[src/hdl/assert_macros.svh]
// assertion macros shared by the decoder rtl
// expects a clock named clk and a synchronous reset named rst in scope
`ifndef ASSERT_MACROS_SVH
`define ASSERT_MACROS_SVH

// property checked on every clock edge outside reset
`define ASSERT_CLK(label, prop, msg) \
  label: assert property (@(posedge clk) disable iff (rst) (prop)) else $error(msg);

// same-cycle implication
`define ASSERT_IMPL(label, ante, cons, msg) \
  `ASSERT_CLK(label, (ante) |-> (cons), msg)

// next-cycle implication
`define ASSERT_NEXT(label, ante, cons, msg) \
  `ASSERT_CLK(label, (ante) |=> (cons), msg)

`endif

[src/hdl/irle_pkg.sv]
// types and constants for the interleaved run-length byte decoder
// no dependencies
`timescale 1ns / 1ps

package irle_pkg;

  localparam int OUT_BYTES_DEFAULT = 65536;

  localparam logic [3:0] INTERLEAVE_RESET = 4'd1;
  localparam logic [3:0] INTERLEAVE_MAX   = 4'd9;
  localparam logic [7:0] CMD_RUN_BIT      = 8'h80;
  localparam logic [6:0] COUNT_MASK       = 7'h7f;
  localparam logic [16:0] ADDR_MAX        = 17'h1ffff;

  typedef enum logic [1:0] {
    PH_CMD    = 2'd0,
    PH_LIT    = 2'd1,
    PH_RUNVAL = 2'd2,
    PH_DONE   = 2'd3
  } phase_t;

  typedef enum logic [1:0] {
    KIND_LIT      = 2'd0,
    KIND_FILL     = 2'd1,
    KIND_PASS_END = 2'd2,
    KIND_DONE     = 2'd3
  } kind_t;

  typedef struct packed {
    kind_t       kind;
    logic [15:0] address;
    logic [7:0]  value;
    logic [6:0]  repeat_res;
    logic        overflow;
    logic [16:0] out_length;
  } res_t;

endpackage

[src/hdl/interleaved_rle_byte_decoder_top.sv]
// interleaved run-length byte decoder, single module
// depends on irle_pkg and assert_macros.svh
`timescale 1ns / 1ps

// One compressed byte is taken per clock cycle while in_stall is low. The
// command/literal/run state, pass counter and next write address update at
// the edge that accepts the byte, where any result (literal write, run fill,
// pass end or final length) is registered into the output or skid register.
// A two-entry output buffer (output register plus skid register) lets input
// transfers continue while a result waits; in_stall rises only when both
// entries are full. The user must write interleave through cfg_wr_en and
// cfg_wr_data only while idle, unchecked by the block; out-of-range values select 1.
module interleaved_rle_byte_decoder_top #(
  parameter int OUT_BYTES = irle_pkg::OUT_BYTES_DEFAULT
) (
  input  logic        clk,
  input  logic        rst,
  input  logic        cfg_wr_en,
  input  logic [3:0]  cfg_wr_data,
  input  logic        in_valid,
  output logic        in_stall,
  input  logic [7:0]  in_byte,
  output logic        out_valid,
  input  logic        out_stall,
  output logic [1:0]  kind,
  output logic [15:0] address,
  output logic [7:0]  value,
  output logic [6:0]  repeat_res,
  output logic        overflow,
  output logic [16:0] out_length
);

  `include "assert_macros.svh"

  localparam logic [17:0] OUT_LIMIT = 18'(OUT_BYTES);

  logic [3:0]        interleave;
  irle_pkg::phase_t  phase, phase_next;
  logic [6:0]        remaining, remaining_next;
  logic [3:0]        pass_index, pass_index_next;
  logic [16:0]       next_address, next_address_next;

  irle_pkg::res_t    res;
  logic              res_push;
  irle_pkg::res_t    out_res, skid_res;
  logic              skid_valid;

  logic              in_accept;
  logic              out_pop;

  logic [6:0]        run_cnt;
  logic [6:0]        run_cnt_m1;
  logic [10:0]       span_last;
  logic [10:0]       span_full;
  logic [17:0]       last_addr;
  logic [17:0]       adv_lit;
  logic [17:0]       adv_run;
  logic [3:0]        pass_inc;
  logic [17:0]       addr_p1;
  logic [17:0]       len_raw;
  logic [17:0]       len_clamp;

  assign in_accept = in_valid && !in_stall;
  assign out_pop   = out_valid && !out_stall;
  assign in_stall  = skid_valid;

  // shared arithmetic
  assign run_cnt    = remaining;
  assign run_cnt_m1 = run_cnt - 7'd1;
  assign span_last  = 11'(run_cnt_m1) * 11'(interleave);
  assign span_full  = 11'(run_cnt) * 11'(interleave);
  assign last_addr  = 18'(next_address) + 18'(span_last);
  assign adv_lit    = 18'(next_address) + 18'(interleave);
  assign adv_run    = 18'(next_address) + 18'(span_full);
  assign pass_inc   = pass_index + 4'd1;
  assign addr_p1    = 18'(next_address) + 18'd1;
  assign len_raw    = (addr_p1 > 18'(interleave)) ? addr_p1 - 18'(interleave) : 18'd0;
  assign len_clamp  = (len_raw > OUT_LIMIT) ? OUT_LIMIT : len_raw;

  // next state
  always_comb begin
    phase_next = phase;
    unique case (phase)
      irle_pkg::PH_CMD: begin
        if (in_byte == 8'd0) begin
          if (pass_inc >= interleave) begin
            phase_next = irle_pkg::PH_DONE;
          end
        end else if ((in_byte & irle_pkg::CMD_RUN_BIT) == 8'd0) begin
          phase_next = irle_pkg::PH_LIT;
        end else begin
          phase_next = irle_pkg::PH_RUNVAL;
        end
      end
      irle_pkg::PH_LIT: begin
        if (remaining == 7'd1) begin
          phase_next = irle_pkg::PH_CMD;
        end
      end
      irle_pkg::PH_RUNVAL: phase_next = irle_pkg::PH_CMD;
      irle_pkg::PH_DONE:   phase_next = irle_pkg::PH_DONE;
      default:             phase_next = irle_pkg::PH_CMD;
    endcase
  end

  // result and datapath registers
  always_comb begin
    res               = '0;
    res.kind          = irle_pkg::KIND_LIT;
    res_push          = 1'b0;
    remaining_next    = remaining;
    pass_index_next   = pass_index;
    next_address_next = next_address;
    unique case (phase)
      irle_pkg::PH_CMD: begin
        if (in_byte == 8'd0) begin
          pass_index_next = pass_inc;
          res_push        = 1'b1;
          if (pass_inc >= interleave) begin
            res.kind       = irle_pkg::KIND_DONE;
            res.out_length = len_clamp[16:0];
          end else begin
            res.kind          = irle_pkg::KIND_PASS_END;
            next_address_next = 17'(pass_inc);
          end
        end else begin
          remaining_next = in_byte[6:0] & irle_pkg::COUNT_MASK;
        end
      end
      irle_pkg::PH_LIT: begin
        res_push          = 1'b1;
        res.kind          = irle_pkg::KIND_LIT;
        res.address       = next_address[15:0];
        res.value         = in_byte;
        res.repeat_res    = 7'd1;
        res.overflow      = 18'(next_address) >= OUT_LIMIT;
        remaining_next    = remaining - 7'd1;
        next_address_next = adv_lit[17] ? irle_pkg::ADDR_MAX : adv_lit[16:0];
      end
      irle_pkg::PH_RUNVAL: begin
        remaining_next = 7'd0;
        // an empty run swallows its value byte silently
        if (run_cnt != 7'd0) begin
          res_push          = 1'b1;
          res.kind          = irle_pkg::KIND_FILL;
          res.address       = next_address[15:0];
          res.value         = in_byte;
          res.repeat_res    = run_cnt;
          res.overflow      = last_addr >= OUT_LIMIT;
          next_address_next = adv_run[17] ? irle_pkg::ADDR_MAX : adv_run[16:0];
        end
      end
      irle_pkg::PH_DONE: begin
        res_push = 1'b0;
      end
      default: begin
        res_push = 1'b0;
      end
    endcase
  end

  always_ff @(posedge clk) begin
    if (rst) begin
      interleave   <= irle_pkg::INTERLEAVE_RESET;
      phase        <= irle_pkg::PH_CMD;
      remaining    <= 7'd0;
      pass_index   <= 4'd0;
      next_address <= 17'd0;
    end else begin
      if (cfg_wr_en) begin
        if (cfg_wr_data == 4'd0 || cfg_wr_data > irle_pkg::INTERLEAVE_MAX) begin
          interleave <= irle_pkg::INTERLEAVE_RESET;
        end else begin
          interleave <= cfg_wr_data;
        end
      end
      if (in_accept) begin
        phase        <= phase_next;
        remaining    <= remaining_next;
        pass_index   <= pass_index_next;
        next_address <= next_address_next;
      end
    end
  end

  // two-entry output buffer; skid only fills while the output register holds
  always_ff @(posedge clk) begin
    if (rst) begin
      out_valid  <= 1'b0;
      skid_valid <= 1'b0;
    end else begin
      if (!out_valid || out_pop) begin
        if (skid_valid) begin
          out_valid  <= 1'b1;
          skid_valid <= 1'b0;
        end else begin
          out_valid <= in_accept && res_push;
        end
      end else if (in_accept && res_push) begin
        skid_valid <= 1'b1;
      end
    end
  end

  always_ff @(posedge clk) begin
    if (!out_valid || out_pop) begin
      if (skid_valid) begin
        out_res <= skid_res;
      end else if (in_accept && res_push) begin
        out_res <= res;
      end
    end else if (in_accept && res_push) begin
      skid_res <= res;
    end
  end

  assign kind       = out_res.kind;
  assign address    = out_res.address;
  assign value      = out_res.value;
  assign repeat_res = out_res.repeat_res;
  assign overflow   = out_res.overflow;
  assign out_length = out_res.out_length;

  `ASSERT_IMPL(a_skid_needs_out, skid_valid, out_valid, "skid entry held without output entry")
  `ASSERT_NEXT(a_done_sticks, phase == irle_pkg::PH_DONE, phase == irle_pkg::PH_DONE, "decoder left done phase")
  `ASSERT_IMPL(a_done_silent, in_accept && phase == irle_pkg::PH_DONE, !res_push, "result after final pass")
  `ASSERT_IMPL(a_lit_single, out_valid && kind == irle_pkg::KIND_LIT, repeat_res == 7'd1, "literal write with count other than one")
  `ASSERT_NEXT(a_final_done, in_accept && res_push && res.kind == irle_pkg::KIND_DONE, phase == irle_pkg::PH_DONE, "final length without done phase")

endmodule
[config.mk]
export PLATFORM = sky130hd
export DESIGN_NAME = interleaved_rle_byte_decoder_top
export DESIGN_NICKNAME = d
export VERILOG_FILES = /design/src/hdl/irle_pkg.sv /design/src/hdl/interleaved_rle_byte_decoder_top.sv
export VERILOG_INCLUDE_DIRS = /design/src /design/src/hdl
export SDC_FILE = /design/constraint.sdc
export NUM_CORES = 1
export LEC_CHECK = 0
export BUFFER_PORTS_ARGS = -buffer_cell sky130_fd_sc_hd__buf_4
export CORE_AREA = 2 2 161 163
export DETAILED_ROUTE_END_ITERATION = 10
export DIE_AREA = 0 0 163 165
export GPL_TIMING_DRIVEN = 0
export PLACE_DENSITY = 0.64
export SLEW_MARGIN = 40
export SYNTH_ARGS = -nofsm -noshare
export SYNTH_HDL_FRONTEND = slang
export SYNTH_SLANG_ARGS = --single-unit
[constraint.sdc]
create_clock -name clk -period 12.2 [get_ports clk]
set_input_delay 2.44 -clock clk [delete_from_list [all_inputs] [get_ports clk]]
set_output_delay 2.44 -clock clk [all_outputs]
set_load 0.03 [all_outputs]
==> results.sh, run 1 <==
export IMPL_via_per_inst=5.59
export IMPL_fin_nets=1203
export IMPL_cts_hold_buf=0
export IMPL_met1_usage_pct=26.8
export IMPL_ys_seq_elements=138
export IMPL_final_common_cell="edfxtp_1"
export IMPL_final_antenna_net_count=0
export IMPL_fin_crit_sh_pct=43.2
export IMPL_grt_max_degree=22
export IMPL_cp_top_family="adder cells"
export IMPL_top_usage_layer="met2"
export IMPL_syn_inst=998
export IMPL_end_kind="flip-flop"
export IMPL_post_cts_buffers=0
export IMPL_rsz0062_at_grt="no"
export IMPL_switching_share_pct=30.3
export IMPL_drt_wl_total_um=25300
export IMPL_critical_path_class="reg -> reg"
export IMPL_num_vias=8004
export IMPL_crit_buf_inv=5
export IMPL_place_port_buffers=68
export IMPL_coreArea_um2=25000
export IMPL_fin_crit_ns=5.27
export IMPL_worst_ep_required_time_ns=12.55
export IMPL_std_cell_rows=58
export IMPL_slew_violations=0
export IMPL_p_sw_uw=371
export IMPL_syn_nets=1112
export IMPL_p_leak_uw=0.00454
export IMPL_clock_sinks=138
export IMPL_synth_edf_count=102
export IMPL_fin_tns_setup_ns=0
export IMPL_synth_distinct_cells=78
export IMPL_tightestPinTransition_ns=0.807
export IMPL_seq_area_frac_synth_pct=38.1
export IMPL_status="finished, final reports clean"
export IMPL_die_area_um2=26900
export IMPL_dr_pass1_iters=6
export IMPL_hold_viol_final=0
export IMPL_power_frac_seq_pct=42.0
export IMPL_wl_per_cell_um=17.7
export IMPL_ctsResizeCount=0
export IMPL_antenna_found_initial=0
export IMPL_critPathArrivalTime_ns=5.62
export IMPL_avgSynthCellArea_um2=9.94
export IMPL_p_int_uw=853
export IMPL_finalInstanceArea_um2=11500
export IMPL_grt_ovfl_total=0
export IMPL_slowest_stage="fa_1"
export IMPL_path_clk_slew_ns=0.06
export IMPL_area_growth_pct=15.8
export IMPL_maxCapViolations=0
export IMPL_drt_iter0_drc=797
export IMPL_synthFlopType="edfxtp_1"
export IMPL_postPlaceCellArea_um2=10900
export IMPL_die_h_um=165
export IMPL_async_reset_ff_share_pct=0
export IMPL_final_util_pct=45.9
export IMPL_cp_start_kind="flip-flop"
export IMPL_drive_above_1_share_pct=17.9
export IMPL_antenna_cells=0
export IMPL_relSlewSlack_pct=45.8
export IMPL_grt_pass1_vias=7924
export IMPL_worst_path_max_fanout=10
export IMPL_dp_hpwl_um=19400
export IMPL_grt_use_met2_pct=31.8
export IMPL_worst_clock_skew_ns=0.00893
export IMPL_hold_class="reg -> reg"
export IMPL_clock_path_buffers=2
export IMPL_cp_cell_sequence="clkbuf_1, clkinv_1, nor2_1, ha_1, inv_1, fa_1, fa_1, inv_1, ha_1, a21o_1, a21oi_1, o21a_1, o21ai_0, a311o_1, nor2b_1, clkbuf_1, o21ai_0, a21oi_1"
export IMPL_route_detailed_drc=0
export IMPL_cts_tree="done"
export IMPL_nFillCells=2398
export IMPL_vdd_drop_max_v=0.0000901
export IMPL_root_buffer="clkbuf_16"
export IMPL_setup_viol=0
export IMPL_use_met3_pct=3.11
export IMPL_ctsHtreeMaxLevel=4
export IMPL_clk_latency_ns=0.43
export IMPL_netlist_area_um2=9920
export IMPL_whs_ns=0.486
export IMPL_grt_pass1_wl_um=41500
export IMPL_grt_usage_pct=19.8
export IMPL_cts_buffers=17
export IMPL_most_common_layout_cells="102 x edfxtp_1, 84 x nand2_1, 84 x inv_1, 73 x nor2_1, 72 x buf_4"
export IMPL_max_freq_mhz=190
export IMPL_gp_congestion=0.888
export IMPL_initial_core_util_pct=39.6
export IMPL_die_x_um=163
export IMPL_yosys_warnings=0
export IMPL_powerDensity_nw_per_um2=106
export IMPL_p_clk_share_pct=40.3
export IMPL_p_comb_share_pct=17.7
export IMPL_boundaryPins=70
export IMPL_slowest_delay_ns=0.52
## logic make-up (layout without fill, tap and decap cells)
logic type	count (synthesis)	count (layout)	synth area share [%]
and+or+nand+nor	321	321	17.0
buffers and inverters	145	249	5.85
xor gates and xnor gates	46	46	4.25
DFF	138	138	38.1
AOI/OAI and AO/OA	210	210	15.1
adders and majority gates	97	97	15.0
muxes	41	41	4.60
## synth_stat cells, drive strengths merged (6+ instances only)
master  count  area share, %
a21o        9           0.68
a21oi      68            3.4
a31oi      13           0.88
and2       27            1.7
and3       11           0.69
buf        14           0.90
clkbuf     44            1.7
dfxtp      36            7.3
edfxtp    102             31
fa         37            7.5
ha         60            7.6
inv        86            3.3
mux2       34            3.9
mux2i       7           0.74
nand2      86            3.3
nand2b      9           0.57
nand3      24            1.4
nand4      14            1.2
nor2       74            2.8
nor2b      16            1.0
nor3       30            1.9
nor4        6           0.59
o21ai      38            1.9
o21bai      7           0.53
o221ai      6           0.53
o22ai      16            1.0
o31ai       8           0.66
o41ai      14            2.1
or3         6           0.38
xnor2      30            2.8
xor2       16            1.4
## worst paths after layout
kind / start / to / slack, ns / depth (start not counted)
setup / recovery: interleave[2] / next_address[0] / 6.93 / 18
hold / removal: pass_index[1] / pass_index[1] / 0.49 / 2
setup reg to reg: interleave[2] / next_address[0] / 6.93 / 18
hold reg to reg: pass_index[1] / pass_index[1] / 0.49 / 2
## registers in the layout, indices dropped and copies added (netlist names)
signal,flops
kind,2
address,16
pass_index,4
skid_res,51
out_length,17
overflow,1
phase,2
value,8
out_valid,1
interleave,4
repeat_res,7
in_stall,1
remaining,7
next_address,17
## area by class of cell
type,count,area [um2],share of cell area (%)
buffer,58,254,2.21
clock buffer,17,425,3.70
clock inverter,15,128,1.11
inverter,87,327,2.84
multi-input combinational,715,5580,48.5
sequential,138,3780,32.9
tap,330,413,3.59
timing repair buffer,72,583,5.07
## routing by layer
layer	vias to the layer above	wire length, um
met5	-	0
met4	0	706
met3	37	1510
met2	299	11800
met1	3930	11300
li1	3738	-
## power groups by stage
stage | registers, uW | logic, uW | clock network, uW
finish | 513 | 217 | 493
global route | 514 | 241 | 520
detailed placement | 523 | 213 | 0
floorplan | 527 | 152 | 0
global placement | 524 | 209 | 0
CTS | 513 | 215 | 502
## through the flow
stage               setup slack, ns  instances  total power (uW)
floorplan                      5.78        998               679
detailed placement             7.07       1400               736
global placement               4.57       1396               733
global route                   6.53       1432              1280
finish                         6.93       1432              1220
CTS                            7.00       1432              1230
## worst register-to-register path, stage by stage (launching register included)
cell      delay, ns
dfxtp_1        0.40
clkbuf_1       0.39
clkinv_1       0.44
nor2_1         0.23
ha_1           0.17
inv_1          0.05
fa_1           0.48
fa_1           0.52
inv_1          0.05
ha_1           0.32
a21o_1         0.12
a21oi_1        0.11
o21a_1         0.21
o21ai_0        0.28
a311o_1        0.38
nor2b_1        0.36
clkbuf_1       0.37
o21ai_0        0.16
a21oi_1        0.17
No activity file was read; power rests on OpenSTA's default activity.
==> run 2, diff against run 1 <==
==> constraint.sdc (replaced) <==
create_clock -name clk -period 5.1 [get_ports clk]
set_input_delay 1.02 -clock clk [delete_from_list [all_inputs] [get_ports clk]]
set_output_delay 1.02 -clock clk [all_outputs]
set_load 0.03 [all_outputs]
==> results.sh, run 2 (synthesis gave the netlist of run 1 again) <==
export IMPL_dp_hpwl_um=19400
export IMPL_route_detailed_drc=0
export IMPL_slew_violations=0
export IMPL_post_cts_buffers=0
export IMPL_fin_crit_sh_pct=93.2
export IMPL_multi_input_area_um2=5580
export IMPL_drt_iter0_drc=697
export IMPL_grt_pass1_vias=7924
export IMPL_critical_path_class="reg -> reg"
export IMPL_fin_nets=1203
export IMPL_end_kind="flip-flop"
export IMPL_ctsHtreeMaxLevel=4
export IMPL_p_sw_uw=886
export IMPL_hold_class="reg -> reg"
export IMPL_pre_cts_ws_ns=-0.0339
export IMPL_p_comb_share_pct=17.8
export IMPL_area_growth_pct=15.9
export IMPL_cts_tree="done"
export IMPL_top_register="skid_res"
export IMPL_initial_core_util_pct=39.6
export IMPL_p_int_uw=2040
export IMPL_fin_crit_ns=4.75
export IMPL_drt_wl_total_um=25400
export IMPL_setup_slack_ns=0.345
export IMPL_cts_hold_buf=0
export IMPL_cp_start_kind="flip-flop"
export IMPL_hold_viol_final=0
export IMPL_maxCapViolations=0
export IMPL_die_x_um=163
export IMPL_max_freq_mhz=210
export IMPL_p_leak_uw=0.00456
export IMPL_via_per_inst=5.61
export IMPL_relSlewSlack_pct=46.3
export IMPL_final_cells=1432
export IMPL_p_clk_share_pct=40.3
export IMPL_nFillCells=2399
export IMPL_grt_usage_pct=19.8
export IMPL_worst_clock_skew_ns=0.00684
export IMPL_most_common_layout_cells="102 x edfxtp_1, 84 x nand2_1, 84 x inv_1, 73 x nor2_1, 72 x buf_4"
export IMPL_clk_latency_ns=0.43
export IMPL_clock_path_buffers=2
export IMPL_final_antenna_net_count=0
export IMPL_final_common_cell="edfxtp_1"
export IMPL_grt_pass1_wl_um=41500
export IMPL_drive_above_1_share_pct=18.6
export IMPL_rsz0062_at_grt="no"
export IMPL_final_util_pct=45.9
export IMPL_cts_buffers=17
export IMPL_worst_ep_required_time_ns=5.39
export IMPL_place_port_buffers=68
export IMPL_coreArea_um2=25000
export IMPL_powerDensity_nw_per_um2=254
export IMPL_slowest_delay_ns=0.52
export IMPL_path_clk_slew_ns=0.07
export IMPL_cp_cell_sequence="clkbuf_1, nand2_1, fa_1, fa_1, fa_1, inv_1, ha_1, a21o_1, a21oi_1, o21a_1, o21ai_0, a311o_2, nor2b_2, clkbuf_2, o21ai_0, a21oi_1"
export IMPL_vdd_drop_max_v=0.000215
export IMPL_cpMostUsedCell="fa_1"
export IMPL_clock_sinks=138
export IMPL_die_area_um2=26900
export IMPL_boundaryPins=70
export IMPL_power_frac_seq_pct=42.0
export IMPL_grt_max_degree=22
export IMPL_grt_ovfl_total=0
export IMPL_seqCellArea_um2=3780
export IMPL_status="finished, final reports clean"
export IMPL_finalInstanceArea_um2=11500
export IMPL_worst_path_max_fanout=10
export IMPL_critPathArrivalTime_ns=5.04
export IMPL_num_vias=8033
export IMPL_switching_share_pct=30.3
export IMPL_antenna_cells=0
export IMPL_tightestPinTransition_ns=0.800
export IMPL_root_buffer="clkbuf_16"
export IMPL_gp_congestion=0.888
export IMPL_die_h_um=165
export IMPL_dp_cells=1400
export IMPL_wl_per_cell_um=17.7
export IMPL_setup_viol=0
export IMPL_postPlaceCellArea_um2=10900
export IMPL_dr_pass1_iters=5
export IMPL_largest_reg_flops=51
export IMPL_std_cell_rows=58
export IMPL_antenna_found_initial=0
export IMPL_fin_total_pwr_uw=2930
export IMPL_cp_top_family="adder cells"
export IMPL_crit_buf_inv=3
export IMPL_slowest_stage="fa_1"
-- run 2: cell counts in the layout (fill, tap and decap cells not counted) --
Identical to the previous run, type by type.
-- run 2: cell type report --
class	count	area share, %
Multi-Input combinational cell	715	48.5
Sequential cell	138	32.9
Timing Repair Buffer	72	5.07
Clock buffer	17	3.70
Tap cell	330	3.59
Inverter	87	2.85
Buffer	58	2.26
Clock inverter	15	1.11
-- run 2: timing repair --
| item | in CTS | in global routing |
|---|---|---|
| gates cloned | 0 | 0 |
| resized for setup | 1 | 12 |
| endpoints found under the setup margin | 10 | 14 |
-- run 2: stage by stage --
step	hold WS [ns]	setup TNS [ns]
floorplan	0.453	0
global placement	0.465	-93.49
detailed placement	0.471	-0.0643
CTS	0.480	0
global route	0.508	0
finish	0.488	0
-- run 2: tightest hold or removal path, cell delays in order, from the launching register on --
cell     delay (ns)
dfxtp_1        0.33
nand2_1        0.06
a21oi_1        0.05
-- run 2: path summary, 6_finish.rpt --
check | cells past startpoint | endpoint | slack, ns | startpoint
hold reg to reg | 2 | pass_index[1] | 0.49 | pass_index[1]
setup / recovery | 16 | next_address[0] | 0.35 | remaining[2]
hold / removal | 2 | pass_index[1] | 0.49 | pass_index[1]
setup reg to reg | 16 | next_address[0] | 0.35 | remaining[2]
-- run 2: layer usage --
layer / vias up / part of all wire [%] / global-route usage [%]
met5: - / 0 / 0
li1: 3739 / - / -
met4: 0 / 3.0 / 8.13
met2: 289 / 46 / 31.8
met1: 3960 / 45 / 26.8
met3: 45 / 6.1 / 3.11
-- run 2: power groups by stage --
stage / sequential (uW) / clock, uW / combinational [uW]
after global routing: 1230 / 1240 / 578
after CTS: 1230 / 1200 / 515
after detailed placement: 1250 / 0 / 510
after floorplan: 1260 / 0 / 364
after global placement: 1250 / 0 / 501
final: 1230 / 1180 / 520
